[config.mk]
export PLATFORM = sky130hd
export DESIGN_NAME = sha256_hash
export DESIGN_NICKNAME = d
export VERILOG_FILES = /design/src/hw/rtl/sha_pkg.sv /design/src/hw/rtl/sha_dp.sv /design/src/hw/rtl/sha_ctrl.sv /design/src/hw/rtl/sha256_hash.sv
export SDC_FILE = /design/constraint.sdc
export NUM_CORES = 2
export LEC_CHECK = 0
export BUFFER_PORTS_ARGS = -buffer_cell sky130_fd_sc_hd__buf_2
export CAP_MARGIN = 30
export CORE_MARGIN = 3
export CORE_UTILIZATION = 30
export CTS_BUF_LIST = sky130_fd_sc_hd__clkbuf_8
export DETAILED_ROUTE_END_ITERATION = 16
export PLACE_DENSITY_LB_ADDON = 0.25
export SETUP_SLACK_MARGIN = 0.15
export SLEW_MARGIN = 20
export SYNTH_ARGS = -nofsm -noshare
export SYNTH_HDL_FRONTEND = slang
export SYNTH_SLANG_ARGS = --single-unit
export TNS_END_PERCENT = 100
[constraint.sdc]
create_clock -name clk -period 14.85 [get_ports clk]
set_input_delay 2.97 -clock clk [delete_from_list [all_inputs] [get_ports clk]]
set_output_delay 2.97 -clock clk [all_outputs]
set_load 0.02 [all_outputs]
[src/hw/rtl/sha_pkg.sv]
// SHA-256 engine shared definitions: round constants, initial hash, state and command types.
// Used by sha_ctrl, sha_dp and sha256_hash. No dependencies.
package sha_pkg;

  typedef enum logic [2:0] {
    ST_IDLE,
    ST_PAD,
    ST_LEN_HI,
    ST_LEN_LO,
    ST_COMP,
    ST_FOLD,
    ST_OUT
  } state_t;

  typedef enum logic [2:0] {
    WSEL_DATA,
    WSEL_PAD80,
    WSEL_ZERO,
    WSEL_LEN_HI,
    WSEL_LEN_LO
  } wsel_t;

  typedef struct packed {
    logic  push;        // write a word into the window
    wsel_t wsel;
    logic  len_add;     // add accepted bytes to bit length
    logic  comp_start;  // load working vars from hash
    logic  round_en;    // run one round
    logic  final_add;   // add working vars into hash
    logic  out_load;    // load output register with next digest word
    logic  finish;      // restore initial hash, clear length
  } cmd_t;

  typedef struct packed {
    logic [3:0] fill;
    logic       round_last;
    logic [2:0] out_idx;
  } stat_t;

  localparam logic [31:0] PAD_WORD = 32'h8000_0000;

  localparam logic [31:0] INIT_HASH [8] = '{
    32'h6a09e667, 32'hbb67ae85, 32'h3c6ef372, 32'ha54ff53a,
    32'h510e527f, 32'h9b05688c, 32'h1f83d9ab, 32'h5be0cd19
  };

  localparam logic [31:0] ROUND_K [64] = '{
    32'h428a2f98, 32'h71374491, 32'hb5c0fbcf, 32'he9b5dba5,
    32'h3956c25b, 32'h59f111f1, 32'h923f82a4, 32'hab1c5ed5,
    32'hd807aa98, 32'h12835b01, 32'h243185be, 32'h550c7dc3,
    32'h72be5d74, 32'h80deb1fe, 32'h9bdc06a7, 32'hc19bf174,
    32'he49b69c1, 32'hefbe4786, 32'h0fc19dc6, 32'h240ca1cc,
    32'h2de92c6f, 32'h4a7484aa, 32'h5cb0a9dc, 32'h76f988da,
    32'h983e5152, 32'ha831c66d, 32'hb00327c8, 32'hbf597fc7,
    32'hc6e00bf3, 32'hd5a79147, 32'h06ca6351, 32'h14292967,
    32'h27b70a85, 32'h2e1b2138, 32'h4d2c6dfc, 32'h53380d13,
    32'h650a7354, 32'h766a0abb, 32'h81c2c92e, 32'h92722c85,
    32'ha2bfe8a1, 32'ha81a664b, 32'hc24b8b70, 32'hc76c51a3,
    32'hd192e819, 32'hd6990624, 32'hf40e3585, 32'h106aa070,
    32'h19a4c116, 32'h1e376c08, 32'h2748774c, 32'h34b0bcb5,
    32'h391c0cb3, 32'h4ed8aa4a, 32'h5b9cca4f, 32'h682e6ff3,
    32'h748f82ee, 32'h78a5636f, 32'h84c87814, 32'h8cc70208,
    32'h90befffa, 32'ha4506ceb, 32'hbef9a3f7, 32'hc67178f2
  };

  function automatic logic [31:0] rotr(input logic [31:0] x, input int n);
    rotr = (x >> n) | (x << (32 - n));
  endfunction

endpackage

[src/hw/rtl/sha_dp.sv]
// SHA-256 datapath: schedule window, working variables, hash, bit length, output register.
// Depends on sha_pkg; driven by sha_ctrl commands.
module sha_dp (
  input  logic             clk,
  input  logic             rst,
  input  sha_pkg::cmd_t    cmd,
  output sha_pkg::stat_t   stat,
  input  logic [31:0]      data_word,
  input  logic [2:0]       byte_count,
  input  logic             last,
  output logic [31:0]      out_word
);

  logic [31:0] win [16];
  logic [31:0] wv [8];
  logic [31:0] hash [8];
  logic [63:0] bit_len;
  logic [3:0]  fill;
  logic [5:0]  round;
  logic [2:0]  out_idx;

  logic [2:0]  cnt;
  logic [31:0] mask;
  logic [31:0] in_word;
  logic [31:0] push_word;
  logic [3:0]  rt;
  logic [31:0] wa, wb, s0, s1, w_new, w;
  logic [31:0] t1, t2, ch, maj, e1, e0;

  always_comb begin
    cnt = (!last || byte_count > 3'd4) ? 3'd4 : byte_count;
    case (cnt)
      3'd1:    mask = 32'hff00_0000;
      3'd2:    mask = 32'hffff_0000;
      3'd3:    mask = 32'hffff_ff00;
      default: mask = 32'hffff_ffff;
    endcase
    // short last word carries its own 0x80 marker
    case (cnt)
      3'd1:    in_word = (data_word & mask) | 32'h0080_0000;
      3'd2:    in_word = (data_word & mask) | 32'h0000_8000;
      3'd3:    in_word = (data_word & mask) | 32'h0000_0080;
      default: in_word = data_word;
    endcase
    case (cmd.wsel)
      sha_pkg::WSEL_DATA:   push_word = in_word;
      sha_pkg::WSEL_PAD80:  push_word = sha_pkg::PAD_WORD;
      sha_pkg::WSEL_LEN_HI: push_word = bit_len[63:32];
      sha_pkg::WSEL_LEN_LO: push_word = bit_len[31:0];
      default:              push_word = '0;
    endcase

    rt = round[3:0];
    wa = win[4'(rt - 4'd2)];
    wb = win[4'(rt - 4'd15)];
    s1 = sha_pkg::rotr(wa, 17) ^ sha_pkg::rotr(wa, 19) ^ (wa >> 10);
    s0 = sha_pkg::rotr(wb, 7) ^ sha_pkg::rotr(wb, 18) ^ (wb >> 3);
    w_new = s1 + win[4'(rt - 4'd7)] + s0 + win[rt];
    w = (round >= 6'd16) ? w_new : win[rt];
    e1 = sha_pkg::rotr(wv[4], 6) ^ sha_pkg::rotr(wv[4], 11) ^ sha_pkg::rotr(wv[4], 25);
    ch = (wv[4] & wv[5]) ^ (~wv[4] & wv[6]);
    e0 = sha_pkg::rotr(wv[0], 2) ^ sha_pkg::rotr(wv[0], 13) ^ sha_pkg::rotr(wv[0], 22);
    maj = (wv[0] & wv[1]) ^ (wv[0] & wv[2]) ^ (wv[1] & wv[2]);
    t1 = wv[7] + e1 + ch + sha_pkg::ROUND_K[round] + w;
    t2 = e0 + maj;
  end

  always_ff @(posedge clk) begin
    if (rst) begin
      fill    <= '0;
      round   <= '0;
      out_idx <= '0;
      bit_len <= '0;
      for (int i = 0; i < 8; i++) begin
        hash[i] <= sha_pkg::INIT_HASH[i];
        wv[i]   <= '0;
      end
    end else begin
      if (cmd.push) begin
        win[fill] <= push_word;
        fill      <= fill + 4'd1;
      end
      if (cmd.len_add) bit_len <= bit_len + {58'd0, cnt, 3'd0};
      if (cmd.comp_start) begin
        for (int i = 0; i < 8; i++) wv[i] <= hash[i];
        round <= '0;
      end
      if (cmd.round_en) begin
        if (round >= 6'd16) win[rt] <= w_new;
        for (int i = 1; i < 8; i++) wv[i] <= wv[i-1];
        wv[4] <= wv[3] + t1;
        wv[0] <= t1 + t2;
        round <= round + 6'd1;
      end
      if (cmd.final_add) begin
        for (int i = 0; i < 8; i++) hash[i] <= hash[i] + wv[i];
      end
      if (cmd.out_load) begin
        out_word <= hash[out_idx];
        out_idx  <= out_idx + 3'd1;
      end
      if (cmd.finish) begin
        for (int i = 0; i < 8; i++) hash[i] <= sha_pkg::INIT_HASH[i];
        bit_len <= '0;
        fill    <= '0;
        out_idx <= '0;
      end
    end
  end

  assign stat.fill       = fill;
  assign stat.round_last = (round == 6'd63);
  assign stat.out_idx    = out_idx;

endmodule

[src/hw/rtl/sha_ctrl.sv]
// SHA-256 controller: sequences word intake, padding, rounds and digest output.
// Depends on sha_pkg; commands sha_dp.
module sha_ctrl (
  input  logic            clk,
  input  logic            rst,
  input  logic            in_valid,
  output logic            in_ready,
  input  logic [2:0]      byte_count,
  input  logic            last,
  output logic            out_valid,
  input  logic            out_ready,
  output logic            out_last,
  output sha_pkg::cmd_t   cmd,
  input  sha_pkg::stat_t  stat
);

  sha_pkg::state_t state, state_next, ret, ret_next;
  logic pend80, pend80_next;     // full last word still owes the 0x80 word
  logic ov, ov_next, ol, ol_next;

  logic win_full;
  assign win_full = (stat.fill == 4'd15);

  always_ff @(posedge clk) begin
    if (rst) begin
      state  <= sha_pkg::ST_IDLE;
      ret    <= sha_pkg::ST_IDLE;
      pend80 <= 1'b0;
      ov     <= 1'b0;
      ol     <= 1'b0;
    end else begin
      state  <= state_next;
      ret    <= ret_next;
      pend80 <= pend80_next;
      ov     <= ov_next;
      ol     <= ol_next;
    end
  end

  always_comb begin
    state_next  = state;
    ret_next    = ret;
    pend80_next = pend80;
    ov_next     = ov;
    ol_next     = ol;
    cmd         = '0;
    cmd.wsel    = sha_pkg::WSEL_DATA;
    in_ready    = 1'b0;
    case (state)
      sha_pkg::ST_IDLE: begin
        in_ready = 1'b1;
        if (in_valid) begin
          cmd.len_add = 1'b1;
          if (last && byte_count == 3'd0) begin
            cmd.push = 1'b1;
            cmd.wsel = sha_pkg::WSEL_PAD80;
          end else begin
            cmd.push = 1'b1;
          end
          pend80_next = last && (byte_count >= 3'd4);
          if (win_full) begin
            state_next = sha_pkg::ST_COMP;
            cmd.comp_start = 1'b1;
            ret_next = last ? sha_pkg::ST_PAD : sha_pkg::ST_IDLE;
          end else if (last && byte_count < 3'd4 && stat.fill == 4'd13) begin
            // marker already in word 13: length goes straight in
            state_next = sha_pkg::ST_LEN_HI;
          end else if (last) begin
            state_next = sha_pkg::ST_PAD;
          end
        end
      end
      sha_pkg::ST_PAD: begin
        cmd.push = 1'b1;
        cmd.wsel = pend80 ? sha_pkg::WSEL_PAD80 : sha_pkg::WSEL_ZERO;
        pend80_next = 1'b0;
        if (win_full) begin
          state_next = sha_pkg::ST_COMP;
          cmd.comp_start = 1'b1;
          ret_next = sha_pkg::ST_PAD;
        end else if (stat.fill == 4'd13) begin
          state_next = sha_pkg::ST_LEN_HI;
        end
      end
      sha_pkg::ST_LEN_HI: begin
        cmd.push = 1'b1;
        cmd.wsel = sha_pkg::WSEL_LEN_HI;
        state_next = sha_pkg::ST_LEN_LO;
      end
      sha_pkg::ST_LEN_LO: begin
        cmd.push = 1'b1;
        cmd.wsel = sha_pkg::WSEL_LEN_LO;
        cmd.comp_start = 1'b1;
        ret_next = sha_pkg::ST_OUT;
        state_next = sha_pkg::ST_COMP;
      end
      sha_pkg::ST_COMP: begin
        cmd.round_en = 1'b1;
        if (stat.round_last) state_next = sha_pkg::ST_FOLD;
      end
      sha_pkg::ST_FOLD: begin
        // fold rounds into the hash, then resume where the block left off
        cmd.final_add = 1'b1;
        state_next = ret;
      end
      sha_pkg::ST_OUT: begin
        if (!ov || out_ready) begin
          if (ol) begin
            ov_next = 1'b0;
            ol_next = 1'b0;
            cmd.finish = 1'b1;
            state_next = sha_pkg::ST_IDLE;
          end else begin
            cmd.out_load = 1'b1;
            ov_next = 1'b1;
            ol_next = (stat.out_idx == 3'd7);
          end
        end
      end
      default: state_next = sha_pkg::ST_IDLE;
    endcase
  end

  assign out_valid = ov;
  assign out_last  = ol;

  a_out_only_in_out: assert property (@(posedge clk) disable iff (rst)
    ov |-> state == sha_pkg::ST_OUT)
    else $error("output valid outside output state");
  a_no_accept_busy: assert property (@(posedge clk) disable iff (rst)
    in_ready |-> !ov)
    else $error("input ready while digest pending");
  a_last_pulse: assert property (@(posedge clk) disable iff (rst)
    (ov && ol && out_ready) |=> !ov)
    else $error("output valid after last word");

endmodule

[src/hw/rtl/sha256_hash.sv]
// SHA-256 hash engine top level.
// Depends on sha_pkg, sha_ctrl, sha_dp.
//
// Input channel (in_valid/in_ready): data_word, byte_count, last. Every item but
// the last carries four bytes; the last carries 0..4 and ends the message.
// Output channel (out_valid/out_ready): eight digest words H0..H7, last_word on H7.
// A non-last word is taken directly unless it fills the 16-word window, which then
// starts the compression rounds and the hash fold, all run by the single shared
// round unit; input is held off until they are done.
// After the last item the block writes the padding and length words and runs one
// or two compressions, then presents one digest word per cycle
// while the receiver takes them; a stalled receiver holds the word in the
// output register and the block waits. After H7 is taken the hash returns to
// the initial values and input is accepted again.
// Reset (rst, synchronous) restores the initial hash and clears the length.
module sha256_hash (
  input  logic        clk,
  input  logic        rst,
  input  logic        in_valid,
  output logic        in_ready,
  input  logic [31:0] data_word,
  input  logic [2:0]  byte_count,
  input  logic        last,
  output logic        out_valid,
  input  logic        out_ready,
  output logic [31:0] digest_word,
  output logic        last_word
);

  sha_pkg::cmd_t  cmd;
  sha_pkg::stat_t stat;

  sha_ctrl u_ctrl (
    .clk, .rst, .in_valid, .in_ready, .byte_count, .last,
    .out_valid, .out_ready, .out_last(last_word), .cmd, .stat
  );

  sha_dp u_dp (
    .clk, .rst, .cmd, .stat, .data_word, .byte_count, .last,
    .out_word(digest_word)
  );

endmodule
==> flow_metrics.tcl <==
set metrics [dict create \
    setup_tns_ns 0 \
    grt_start_max_net_pins 125 \
    synth_fp_nets 7675 \
    firstDrtPassIters 8 \
    gp_congestion 0.968 \
    period_share_pct 88.3 \
    crit_required_ns 15.51 \
    final_common_cell "edfxtp_1" \
    clock-skew-final_ns 0.0949 \
    synth_top_area_share_pct 34.2 \
    cpPeakStageDelay_ns 0.68 \
    worstPathArrival_ns 13.77 \
    ant_nets 0 \
    hpwl_mm 219 \
    drt-initial-drc-count 6606 \
    tightest_slew_ns 1.17 \
    post_cts_resized 0 \
    vias 61790 \
    worst-setup-path-type "reg -> reg" \
    fp.dieArea_sq_um 278000 \
    yosys_warnings 0 \
    insertion_delay_ns 0.99 \
    h-tree-depth 4 \
    synth_cell_types 88 \
    syn_area_per_cell_sq_um 11.6 \
    clock-sinks 1142 \
    totalWireLength_mm 303 \
    io_buffers 74 \
    rsz0062_at_grt "no" \
    grt_util_all_layers_pct 21.1 \
    finalHoldViolations 0 \
    cts-root-buf "clkbuf_8" \
    first_global_vias 60926 \
    syn2layout_area_growth_pct 10.9 \
    nNetsFinal 7694 \
    cts_buffers 211 \
    core-area_sq_um 269000 \
    outcome "finished clean" \
    antenna_found_initial 11 \
    path_max_fanout 38 \
    synth_top_area_cell "edfxtp_1" \
    synth_edf_count 928 \
    startpoint_type "register" \
    slew_headroom_pct 21.7 \
    cts_tree "built" \
    period_needed_ns 13.11 \
    pin_count 75 \
    vias_per_cell 5.72 \
    post-cts-setup-buffers 0 \
    die_h_um 527 \
    synth_area_leaders "edfxtp_1 (34%), mux4_2 (16%), ha_1 (6.2%)" \
    grt-ovfl-total 0 \
    synth-seq-cells 1142 \
    grt_pass1_wl_mm 435 \
    wl_per_cell_um 28.0 \
    drive_gt1_share_pct 17.2 \
    synthCells 7037 \
    maxSlewViolCount 0 \
    drc 0 \
    layout_common_cells "edfxtp_1 (928), nand2_1 (604), mux4_2 (572), a21oi_1 (488)" \
    ctsHoldBuffers 0 \
    fmax_mhz 76.3 \
    fp-row-count 190 \
    synth_seq_area_share_pct 39.4 \
    max_cap_violations 0 \
    syn_area_sq_um 81600 \
    hold_path_class "reg -> reg" \
    postSynth.asyncResetShare_pct 0 \
    end_kind "register" \
    die_x_um 527 \
    finalSetupViolCount 0 \
    clockBufferDepth 4 \
    initial_core_util_pct 30.3 \
    slowest_stage "dfxtp_4" \
    ys.flop_type "edfxtp_1" \
    clk_pin_slew_ns 0.06 \
]
through the flow:
stage	setup slack (ns)	instances	hold slack [ns]	utilization, %	cell area (sq um)
after floorplan	2.29	7037	0.453	-	81600
after global placement	1.65	10381	0.472	32.0	86300
after detailed placement	1.83	10390	0.477	32.1	86400
after CTS	1.79	10762	0.487	33.6	90400
after global routing	0.943	10793	0.522	33.6	90500
final	1.74	10795	0.485	33.6	90500
logic make-up after synthesis:
family	after synthesis	synth area share, %
muxes	678	17.3
adders and majority gates	616	11.2
and+or+nand+nor	1490	8.24
DFF	1142	39.4
xor gates and xnor gates	609	6.59
AOI/OAI and AO/OA	1724	13.6
buffers and inverters	778	3.62
Yosys cell counts, types with 18 or more instances:
library cell,instances
o21bai_1,49
or2_2,22
o21ai_0,404
dfxtp_1,214
o22ai_1,34
nand2b_1,71
nand2_1,607
a211o_1,21
clkbuf_1,341
a31oi_1,39
buf_1,69
maj3_1,18
ha_1,402
and2_1,19
xor2_1,243
mux4_2,572
a21oi_1,489
nor3_1,85
xnor2_1,363
o21a_1,44
inv_1,347
mux2i_1,32
nor2_1,361
nand4_1,26
edfxtp_1,928
a21o_1,198
a22o_1,139
a211oi_1,38
a222oi_1,27
o211ai_1,44
nor2b_1,51
o31ai_1,28
mux2_2,69
fa_1,196
or3_1,42
and3_1,39
nand3_1,114
registers in the layout, indices dropped and copies added, names as in the netlist, named ones only:
register / count
u_ctrl.out_last: 1
u_ctrl.out_valid: 1
u_ctrl.pend80: 1
u_ctrl.ret: 2
u_ctrl.state: 3
u_dp.bit_len: 61
u_dp.fill: 4
u_dp.hash: 256
u_dp.out_idx: 3
u_dp.out_word: 32
u_dp.round: 6
u_dp.win: 512
u_dp.wv: 256
cell type report:
class	instances	area (sq um)
antenna	28	70.1
clock buffer	222	3060
clock inverter	150	952
fill	26686	179000
inverter	349	1310
multi-input combinational	5117	46800
sequential	1142	32200
tap	3552	4440
timing repair buffer	235	1700
critical path: cells and delay by family, from the launching register on:
family          cells  cell delay [ns]
buf+inv             4             0.89
fa+ha+maj          10             4.28
simple gates        3             0.57
compound gates     21             4.53
flops               1             0.68
mux                 1             0.42
xor+xnor            6             1.41
worst paths after layout:
path,startpoint,end,slack (ns),cells past startpoint
min,u_dp.bit_len[63],u_dp.bit_len[63],0.48,2
min reg2reg,u_dp.bit_len[63],u_dp.bit_len[63],0.48,2
max reg2reg,u_dp.round[1],u_dp.wv[0][31],1.74,45
max,u_dp.round[1],u_dp.wv[0][31],1.74,45
metal layers:
layer / track usage (%) / wire length, um / share of wire (%) / vias up
met5: 0 / 0 / 0 / -
met4: 11.7 / 19500 / 6.5 / 0
met3: 2.73 / 19300 / 6.4 / 634
met2: 33.9 / 140000 / 46 / 2782
met1: 27.6 / 124000 / 41 / 31580
li1: - / - / - / 26794
Power is not shown: default switching activity piles up to over one toggle a cycle in this logic, so the estimate is an artifact.
